[src/rtl/mmwd_pkg.sv]
package mmwd_pkg;

  // Display segments per loop and sample format.
  localparam int SEGMENTS    = 2048;
  localparam int SEG_BITS    = $clog2(SEGMENTS);
  localparam int SAMPLE_BITS = 16;
  localparam int LEN_BITS    = 24;
  localparam int ACC_BITS    = LEN_BITS + SEG_BITS;
  localparam int MAX_BURST   = 64;
  localparam int BURST_BITS  = $clog2(MAX_BURST) + 1;

  // Shortest loop; shorter lengths saturate to it.
  localparam int MIN_LOOP = (SEGMENTS + 63) / 64;
  localparam logic [LEN_BITS-1:0] RESET_LOOP = LEN_BITS'(2048);

  // Commands from the controller to the datapath.
  typedef struct packed {
    logic capture;   // take the sample of an input transfer
    logic fold;      // fold the held sample into the running extremes
    logic emit;      // load the output register with the finished segment
    logic step_acc;  // advance the segment start accumulator by one length
    logic step_end;  // work out the next segment end and refold if it starts here
    logic finish;    // advance the sample position or restart the loop
  } cmd_t;

  // Status from the datapath to the controller.
  typedef struct packed {
    logic seg_done;  // the current segment ends at this sample
    logic out_free;  // the output register can take a result
  } stat_t;

  // Effective loop length.
  function automatic logic [LEN_BITS-1:0] eff_len(input logic [LEN_BITS-1:0] l);
    logic [LEN_BITS-1:0] r;
    r = (l < LEN_BITS'(MIN_LOOP)) ? LEN_BITS'(MIN_LOOP) : l;
    return r;
  endfunction

  // End of segment zero: L / SEGMENTS, at least one sample.
  function automatic logic [LEN_BITS-1:0] first_end(input logic [LEN_BITS-1:0] l);
    logic [LEN_BITS-1:0] en;
    en = l >> SEG_BITS;
    return (en == '0) ? LEN_BITS'(1) : en;
  endfunction

endpackage

[src/rtl/mmwd_ctrl.sv]
module mmwd_ctrl (
  input  logic            clk,
  input  logic            rst,
  input  logic            s_tvalid,
  output logic            s_tready,
  input  mmwd_pkg::stat_t stat,
  output mmwd_pkg::cmd_t  cmd
);
  import mmwd_pkg::*;

  localparam logic [2:0] ST_IDLE   = 3'd0;
  localparam logic [2:0] ST_FOLD   = 3'd1;
  localparam logic [2:0] ST_CHECK  = 3'd2;
  localparam logic [2:0] ST_EMIT   = 3'd3;
  localparam logic [2:0] ST_STEPA  = 3'd4;
  localparam logic [2:0] ST_STEPB  = 3'd5;
  localparam logic [2:0] ST_FINISH = 3'd6;

  logic [2:0] state;
  logic [2:0] state_next;

  assign s_tready = (state == ST_IDLE);

  // Next state and commands.
  always_comb begin
    state_next = state;
    cmd = '0;
    case (state)
      ST_IDLE: begin
        if (s_tvalid) begin
          cmd.capture = 1'b1;
          state_next = ST_FOLD;
        end
      end
      ST_FOLD: begin
        cmd.fold = 1'b1;
        state_next = stat.seg_done ? ST_EMIT : ST_FINISH;
      end
      ST_CHECK: begin
        state_next = stat.seg_done ? ST_EMIT : ST_FINISH;
      end
      ST_EMIT: begin
        if (stat.out_free) begin
          cmd.emit = 1'b1;
          state_next = ST_STEPA;
        end
      end
      ST_STEPA: begin
        cmd.step_acc = 1'b1;
        state_next = ST_STEPB;
      end
      ST_STEPB: begin
        cmd.step_end = 1'b1;
        state_next = ST_CHECK;
      end
      ST_FINISH: begin
        cmd.finish = 1'b1;
        state_next = ST_IDLE;
      end
      default: begin
        state_next = ST_IDLE;
      end
    endcase
  end

  always_ff @(posedge clk) begin
    if (rst) begin
      state <= ST_IDLE;
    end else begin
      state <= state_next;
    end
  end

endmodule

[src/rtl/mmwd_datapath.sv]
module mmwd_datapath (
  input  logic                               clk,
  input  logic                               rst,
  input  mmwd_pkg::cmd_t                     cmd,
  output mmwd_pkg::stat_t                    stat,
  input  logic [mmwd_pkg::SAMPLE_BITS-1:0]   sample,
  input  logic [mmwd_pkg::LEN_BITS-1:0]      loop_samples,
  input  logic                               cfg_we,
  input  logic [mmwd_pkg::LEN_BITS-1:0]      cfg_len,
  input  logic                               out_ready,
  output logic                               out_valid,
  output logic [mmwd_pkg::SEG_BITS-1:0]      out_index,
  output logic [mmwd_pkg::SAMPLE_BITS-1:0]   out_min,
  output logic [mmwd_pkg::SAMPLE_BITS-2:0]   out_max,
  output logic [mmwd_pkg::SAMPLE_BITS-1:0]   out_peak,
  output logic                               out_last
);
  import mmwd_pkg::*;

  logic [SAMPLE_BITS-1:0] held;
  logic [LEN_BITS-1:0]    pos;
  logic [SEG_BITS:0]      cur;
  logic [LEN_BITS-1:0]    seg_end;
  logic [ACC_BITS-1:0]    acc;
  logic [SAMPLE_BITS-2:0] run_pos;
  logic [SAMPLE_BITS-1:0] run_neg;
  logic [SAMPLE_BITS-1:0] peak;
  logic [BURST_BITS-1:0]  burst;

  logic [LEN_BITS-1:0]    len;
  logic [SAMPLE_BITS-1:0] neg_mag;
  logic [SAMPLE_BITS-2:0] fold_pos;
  logic [SAMPLE_BITS-1:0] fold_neg;
  logic [SAMPLE_BITS-1:0] peak_a;
  logic [SAMPLE_BITS-1:0] peak_next;
  logic [ACC_BITS-1:0]    acc_end;
  logic [LEN_BITS-1:0]    new_start;
  logic [LEN_BITS-1:0]    new_end;
  logic [LEN_BITS-1:0]    seg_end_next;
  logic                   loop_done;

  assign len = eff_len(loop_samples);
  assign loop_done = cur[SEG_BITS];

  // Fold the held sample into the running extremes.
  assign neg_mag = SAMPLE_BITS'(0) - held;
  always_comb begin
    fold_pos = run_pos;
    fold_neg = run_neg;
    if (held[SAMPLE_BITS-1]) begin
      if (neg_mag > run_neg) begin
        fold_neg = neg_mag;
      end
    end else if (held[SAMPLE_BITS-2:0] > run_pos) begin
      fold_pos = held[SAMPLE_BITS-2:0];
    end
  end

  // Loop peak including the segment being emitted.
  assign peak_a = ({1'b0, run_pos} > peak) ? {1'b0, run_pos} : peak;
  assign peak_next = (run_neg > peak_a) ? run_neg : peak_a;

  // Next segment bounds: acc holds cur * L after the accumulator step.
  assign acc_end = acc + ACC_BITS'(len);
  assign new_start = acc[ACC_BITS-1:SEG_BITS];
  assign new_end = acc_end[ACC_BITS-1:SEG_BITS];
  assign seg_end_next = (new_end <= new_start) ? new_start + LEN_BITS'(1) : new_end;

  // Status for the controller.
  assign stat.seg_done = !loop_done && (burst < BURST_BITS'(MAX_BURST)) &&
                         ({1'b0, seg_end} == ({1'b0, pos} + (LEN_BITS + 1)'(1)));
  assign stat.out_free = !out_valid || out_ready;

  // Loop state.
  always_ff @(posedge clk) begin
    if (rst || cfg_we || (cmd.finish && loop_done)) begin
      pos     <= '0;
      cur     <= '0;
      acc     <= '0;
      run_pos <= '0;
      run_neg <= '0;
      peak    <= '0;
      burst   <= '0;
      if (rst) begin
        seg_end <= first_end(RESET_LOOP);
      end else if (cfg_we) begin
        seg_end <= first_end(eff_len(cfg_len));
      end else begin
        seg_end <= first_end(len);
      end
    end else begin
      if (cmd.capture) begin
        burst <= '0;
      end
      if (cmd.fold) begin
        run_pos <= fold_pos;
        run_neg <= fold_neg;
      end
      if (cmd.emit) begin
        peak    <= peak_next;
        run_pos <= '0;
        run_neg <= '0;
        cur     <= cur + (SEG_BITS + 1)'(1);
        burst   <= burst + BURST_BITS'(1);
      end
      if (cmd.step_acc) begin
        acc <= acc + ACC_BITS'(len);
      end
      if (cmd.step_end) begin
        seg_end <= seg_end_next;
        if (new_start <= pos) begin
          run_pos <= fold_pos;
          run_neg <= fold_neg;
        end
      end
      if (cmd.finish) begin
        pos <= pos + LEN_BITS'(1);
      end
    end
  end

  // Held sample.
  always_ff @(posedge clk) begin
    if (cmd.capture) begin
      held <= sample;
    end
  end

  // Output register: valid flag.
  always_ff @(posedge clk) begin
    if (rst) begin
      out_valid <= 1'b0;
    end else if (cmd.emit) begin
      out_valid <= 1'b1;
    end else if (out_ready) begin
      out_valid <= 1'b0;
    end
  end

  // Output register: result fields.
  always_ff @(posedge clk) begin
    if (cmd.emit) begin
      out_index <= cur[SEG_BITS-1:0];
      out_min   <= SAMPLE_BITS'(0) - run_neg;
      out_max   <= run_pos;
      out_peak  <= peak_next;
      out_last  <= (cur == (SEG_BITS + 1)'(SEGMENTS - 1));
    end
  end

endmodule

[src/rtl/minmax_waveform_decimator.sv]
// Channel   Direction  Payload
// s_*       in         tdata[15:0] sample
// m_*       out        tdata[10:0] segment_index, [26:11] segment_min,
//                      [41:27] segment_max, [57:42] peak_level; tlast last_segment
// APB       in/out     register 0 at byte 0: loop_samples[23:0]
//
// A sample that completes no segment goes through the fold and finish states before
// the next transfer; each segment it completes adds an emit state and the steps of the
// shared segment bound accumulator (start step, end step, check), and waits on the single
// output register.
// A result waiting at m_* stalls only at the emission of the following segment; s_tready stays low while it waits.
// Reset is synchronous on rst; it sets loop_samples to 2048 and restarts the loop.
// A write of loop_samples also restarts the loop.
module minmax_waveform_decimator (
  input  logic        clk,
  input  logic        rst,
  input  logic        s_tvalid,
  output logic        s_tready,
  input  logic [15:0] s_tdata,   // [15:0] sample
  output logic        m_tvalid,
  input  logic        m_tready,
  output logic [63:0] m_tdata,   // [10:0] segment_index, [26:11] segment_min,
                                 // [41:27] segment_max, [57:42] peak_level, [63:58] zero
  output logic        m_tlast,   // last_segment
  input  logic        psel,
  input  logic        penable,
  input  logic        pwrite,
  input  logic [2:0]  paddr,
  input  logic [31:0] pwdata,
  output logic [31:0] prdata,
  output logic        pready
);
  import mmwd_pkg::*;

  localparam logic REG_LOOP = 1'b0;

  logic [LEN_BITS-1:0]    loop_samples;
  logic                   cfg_we;
  cmd_t                   cmd;
  stat_t                  stat;
  logic [SEG_BITS-1:0]    out_index;
  logic [SAMPLE_BITS-1:0] out_min;
  logic [SAMPLE_BITS-2:0] out_max;
  logic [SAMPLE_BITS-1:0] out_peak;

  // Configuration register.
  assign pready = 1'b1;
  assign cfg_we = psel && penable && pwrite && (paddr[2] == REG_LOOP);
  assign prdata = (paddr[2] == REG_LOOP) ? {8'b0, loop_samples} : 32'b0;

  always_ff @(posedge clk) begin
    if (rst) begin
      loop_samples <= RESET_LOOP;
    end else if (cfg_we) begin
      loop_samples <= pwdata[LEN_BITS-1:0];
    end
  end

  mmwd_ctrl u_ctrl (
    .clk      (clk),
    .rst      (rst),
    .s_tvalid (s_tvalid),
    .s_tready (s_tready),
    .stat     (stat),
    .cmd      (cmd)
  );

  mmwd_datapath u_dp (
    .clk          (clk),
    .rst          (rst),
    .cmd          (cmd),
    .stat         (stat),
    .sample       (s_tdata),
    .loop_samples (loop_samples),
    .cfg_we       (cfg_we),
    .cfg_len      (pwdata[LEN_BITS-1:0]),
    .out_ready    (m_tready),
    .out_valid    (m_tvalid),
    .out_index    (out_index),
    .out_min      (out_min),
    .out_max      (out_max),
    .out_peak     (out_peak),
    .out_last     (m_tlast)
  );

  // Pack the result fields, lowest first.
  assign m_tdata = {6'b0, out_peak, out_max, out_min, out_index};

endmodule

[config.mk]
export PLATFORM = sky130hd
export DESIGN_NAME = minmax_waveform_decimator
export DESIGN_NICKNAME = d
export VERILOG_FILES = /design/src/rtl/mmwd_pkg.sv /design/src/rtl/mmwd_ctrl.sv /design/src/rtl/mmwd_datapath.sv /design/src/rtl/minmax_waveform_decimator.sv
export SDC_FILE = /design/constraint.sdc
export NUM_CORES = 1
export LEC_CHECK = 0
export ABC_AREA = 1
export BUFFER_PORTS_ARGS = -buffer_cell sky130_fd_sc_hd__clkbuf_2
export CORE_MARGIN = 1
export CORE_UTILIZATION = 45
export DETAILED_ROUTE_END_ITERATION = 10
export HOLD_SLACK_MARGIN = 0.05
export SLEW_MARGIN = 40
export SYNTH_ARGS = -nofsm -noshare
export SYNTH_HDL_FRONTEND = slang
export SYNTH_SLANG_ARGS = --single-unit
[constraint.sdc]
create_clock -name clk -period 6.4 [get_ports clk]
set_input_delay 1.28 -clock clk [delete_from_list [all_inputs] [get_ports clk]]
set_output_delay 1.28 -clock clk [all_outputs]
set_load 0.01 [all_outputs]
==> summary.txt <==
Status
  – Status: finished, violations left
  – Failing checks: design-rule violations

Yosys
  – Distinct cells, synth: slightly below 60
  – Seq/Total Area, Yosys: 0.363
  – Synthesized area per cell: between 7 and 8 um2
  – FFs w/ async S/R, synth: 0
  – EDFF count, synth: 99
  – Mapped Area: roughly 0.017 mm2
  – Seq cells post-synth: around 250
  – Yosys warnings: 0
  – Top_reg_cell synth: dfxtp_1
  – Cells after Synth: approximately 2.2k

Clocking
  – H-tree depth: 1
  – CTS clock-pin slew for the worst setup and hold paths: roughly 0.060 ns
  – CTS root buffer: clkbuf_16
  – Resized cells post-CTS: 0
  – Cts hold-fix bufs: 0
  – CTS tree: yes
  – Clock sinks: approximately 250
  – Clock buffer depth: 3
  – Skew-Pair Late Insertion Delay: between 0.5 and 0.6 ns
  – Num CTS Buffers: 30
  – Setup Fix Bufs, Post-CTS: 0

Global route
  – Total gr overflow: 0
  – Largest net degree at the start of global routing: 73
  – First-pass GRT wire length: about 71000 um
  – Initial antenna violation count: 1
  – Vias in the first global route: about 14k
  – Gr usage total: 0.236

Final layout
  – Antenna cells: 0
  – Fin cells: approximately 2.8k
  – Final Instance Area: roughly 0.019 mm2
  – # fillers: roughly 3.6k
  – P&R area growth vs syn: 11.8%
  – # nets final: 2504
  – Share of cells above drive strength 1: 0.124
  – Most frequent cells in the layout: nand2_1 (402), inv_1 (321), a21oi_1 (195)
  – Commonest non-fill, non-tap cell in the layout: nand2_1

Setup path
  – Crit Path Category: register to register
  – Worst setup SP type: register
  – WP buf/inv: 3
  – Worst path top cell family by delay: simple AND/OR/NAND/NOR gates
  – Crit end category: register
  – Crit Path Max Fanout: 27
  – Worst Path Arrival: roughly 5.7 ns
  – WP data required: 6.73 ns
  – Cell mode on critical path: a21oi_1
  – Critical path's slowest cell: xnor2_1
  – FF-to-FF setup slack: between 1 and 1.5 ns
  – Worst stage delay on the critical path: ~0.44 ns

Placement
  – Area after DPL: between 0.015 and 0.02 mm2
  – HPWL Detailed: around 34000 um
  – Gpl congestion: between 0.8 and 0.9
  – # port buffers: roughly 130
  – Inst Count DP: 2747
  – Pre-CTS setup slack: 1.08 ns

Detailed routing
  – Drt via density: between 5 and 6
  – DR WL met2: just under 20000 um
  – M1 WL: approximately 22000 um
  – Post-route ant nets: 0
  – Pre-antenna DRT Iters: 9
  – WL final: between 40000 and 50000 um
  – Vias: 14.7k
  – Uppermost routed layer: met4
  – Per-cell routed wire length: roughly 16 um
  – Initial DRC Count: 898
  – Met3 WL: roughly 2400 um
  – Residual DRC: 1

Job
  – Max-cap viol count: 0

Timing
  – Fmax: about 190 MHz
  – Clock Skew: around 0.020 ns
  – Final setup fails: 0
  – RSZ-0062 raised after global routing: no
  – Final-report hold violation count: 0
  – Final min period: between 5 and 6 ns
  – Relative slew slack: 0.449
  – Period utilisation layout: 0.830
  – Tightest Pin Transition: roughly 0.8 ns
  – Setup TNS: 0 ns
  – Worst Slack Setup Final: between 1 and 1.5 ns
  – Max-slew violation count: 0

Floorplan
  – FP Rows: 70
  – I/O pin total: 158
  – Die X: about 190 um
  – Die height: 194 um
  – Core Area: ~0.037 mm2
  – Initial Utilization: 0.455
  – Die area: approximately 0.038 mm2

Power
  – PnR Total Power: 9.46 mW
  – Pwr dens: around 510 mW/mm2
  – Leak: about 8.7 nW
  – Worst vdd ir: about 0.00035 V

Worst hold path
  – Hold crit path type: register to register
-- synth_stat cells, types with 8 or more instances --
| cell | instances | area, um2 |
|---|---|---|
| a211oi_1 | 11 | 82.6 |
| a21oi_1 | 196 | 981 |
| buf_2 | 9 | 45.0 |
| buf_4 | 17 | 128 |
| clkbuf_1 | 68 | 255 |
| dfxtp_1 | 153 | 3060 |
| edfxtp_1 | 99 | 2970 |
| ha_1 | 134 | 1680 |
| inv_1 | 322 | 1210 |
| inv_2 | 9 | 33.8 |
| nand2_1 | 403 | 1510 |
| nand2_2 | 20 | 125 |
| nand3_1 | 127 | 636 |
| nand4_1 | 44 | 275 |
| nor2_1 | 176 | 661 |
| nor2_2 | 18 | 113 |
| nor3_1 | 34 | 170 |
| nor4_1 | 8 | 50.1 |
| o21a_1 | 9 | 67.6 |
| o21ai_0 | 160 | 801 |
| o21bai_2 | 9 | 101 |
| xnor2_1 | 20 | 175 |
| xor2_1 | 79 | 692 |
-- report_power, final --
part | leakage [nW] | switching, mW | internal, mW | total (mW)
Combinational | 6.00 | 3.51 | 1.73 | 5.24
Clock | 0.474 | 0.717 | 0.993 | 1.71
Sequential | 2.18 | 0.307 | 2.20 | 2.51
-- kinds of logic (layout without fill, tap and decap cells) --
family                   count (synthesis)  count (layout)  synth area share
AND/OR/NAND/NOR                        866             866             0.233
adder cells (fa/ha/maj)                135             135             0.102
other                                    2              15          0.000452
AO/OA/AOI/OAI                          428             428             0.143
buffers and inverters                  430             538             0.104
XOR/XNOR                               101             101            0.0549
flip-flops                             252             252             0.363
-- area by class of cell --
| class | count | area (um2) | share of cell area |
|---|---|---|---|
| flip-flops and latches | 252 | 6040 | 0.325 |
| clock buffers | 34 | 776 | 0.0417 |
| well taps | 468 | 586 | 0.0315 |
| repair buffers | 150 | 800 | 0.0430 |
| clock inverters | 22 | 211 | 0.0114 |
| multi-input cells | 1545 | 8940 | 0.481 |
| inverters | 332 | 1250 | 0.0670 |
-- stage by stage --
stage | hold slack, ns | utilization
after floorplan | 0.430 | -
after global placement | 0.443 | 0.482
after detailed placement | 0.444 | 0.482
after CTS | 0.459 | 0.509
after global routing | 0.480 | 0.509
final | 0.460 | 0.509
-- worst paths after layout --
path / from / endpoint / cells after the start
worst max-delay path: loop_samples[12]$_SDFFE_PP0P_ / u_dp.seg_end[22]$_SDFFCE_PN0P_ / 25
worst min register to register: u_dp.cur[3]$_SDFFE_PN0P_ / u_dp.out_index[3]$_DFFE_PP_ / 0
worst min-delay path: u_dp.cur[3]$_SDFFE_PN0P_ / u_dp.out_index[3]$_DFFE_PP_ / 0
worst max register to register: loop_samples[12]$_SDFFE_PP0P_ / u_dp.seg_end[22]$_SDFFCE_PN0P_ / 25
-- sequential cells by signal, summed over array words and instances, names as in the netlist, 24 cells and up --
name          count
loop_samples     24
u_dp.acc         35
u_dp.pos         24
u_dp.seg_end     24
-- per-layer routing --
metal | up-vias | global-route usage
li1 | 7497 | -
met1 | 6759 | 0.332
met2 | 386 | 0.377
met3 | 69 | 0.0332
met4 | 0 | 0.0608
met5 | - | 0
-- worst register-to-register path, cell delays in order (launching register included) --
cell      delay, ns
dfxtp_1        0.37
nor4_1         0.32
nand4_1        0.15
nor4_1         0.20
buf_4          0.18
nor2_1         0.05
ha_1           0.33
a21oi_1        0.16
nand2_1        0.10
a21oi_1        0.32
o21ai_0        0.23
a21oi_1        0.24
o21ai_0        0.13
xnor2_1        0.44
ha_1           0.23
inv_1          0.04
a21oi_1        0.11
nor2_1         0.05
a211oi_1       0.19
o221ai_1       0.23
nand3_2        0.16
nand3_4        0.21
nand2_8        0.29
inv_2          0.15
nor2_1         0.14
nor2_2         0.05
(Power assumes the default switching activity.)
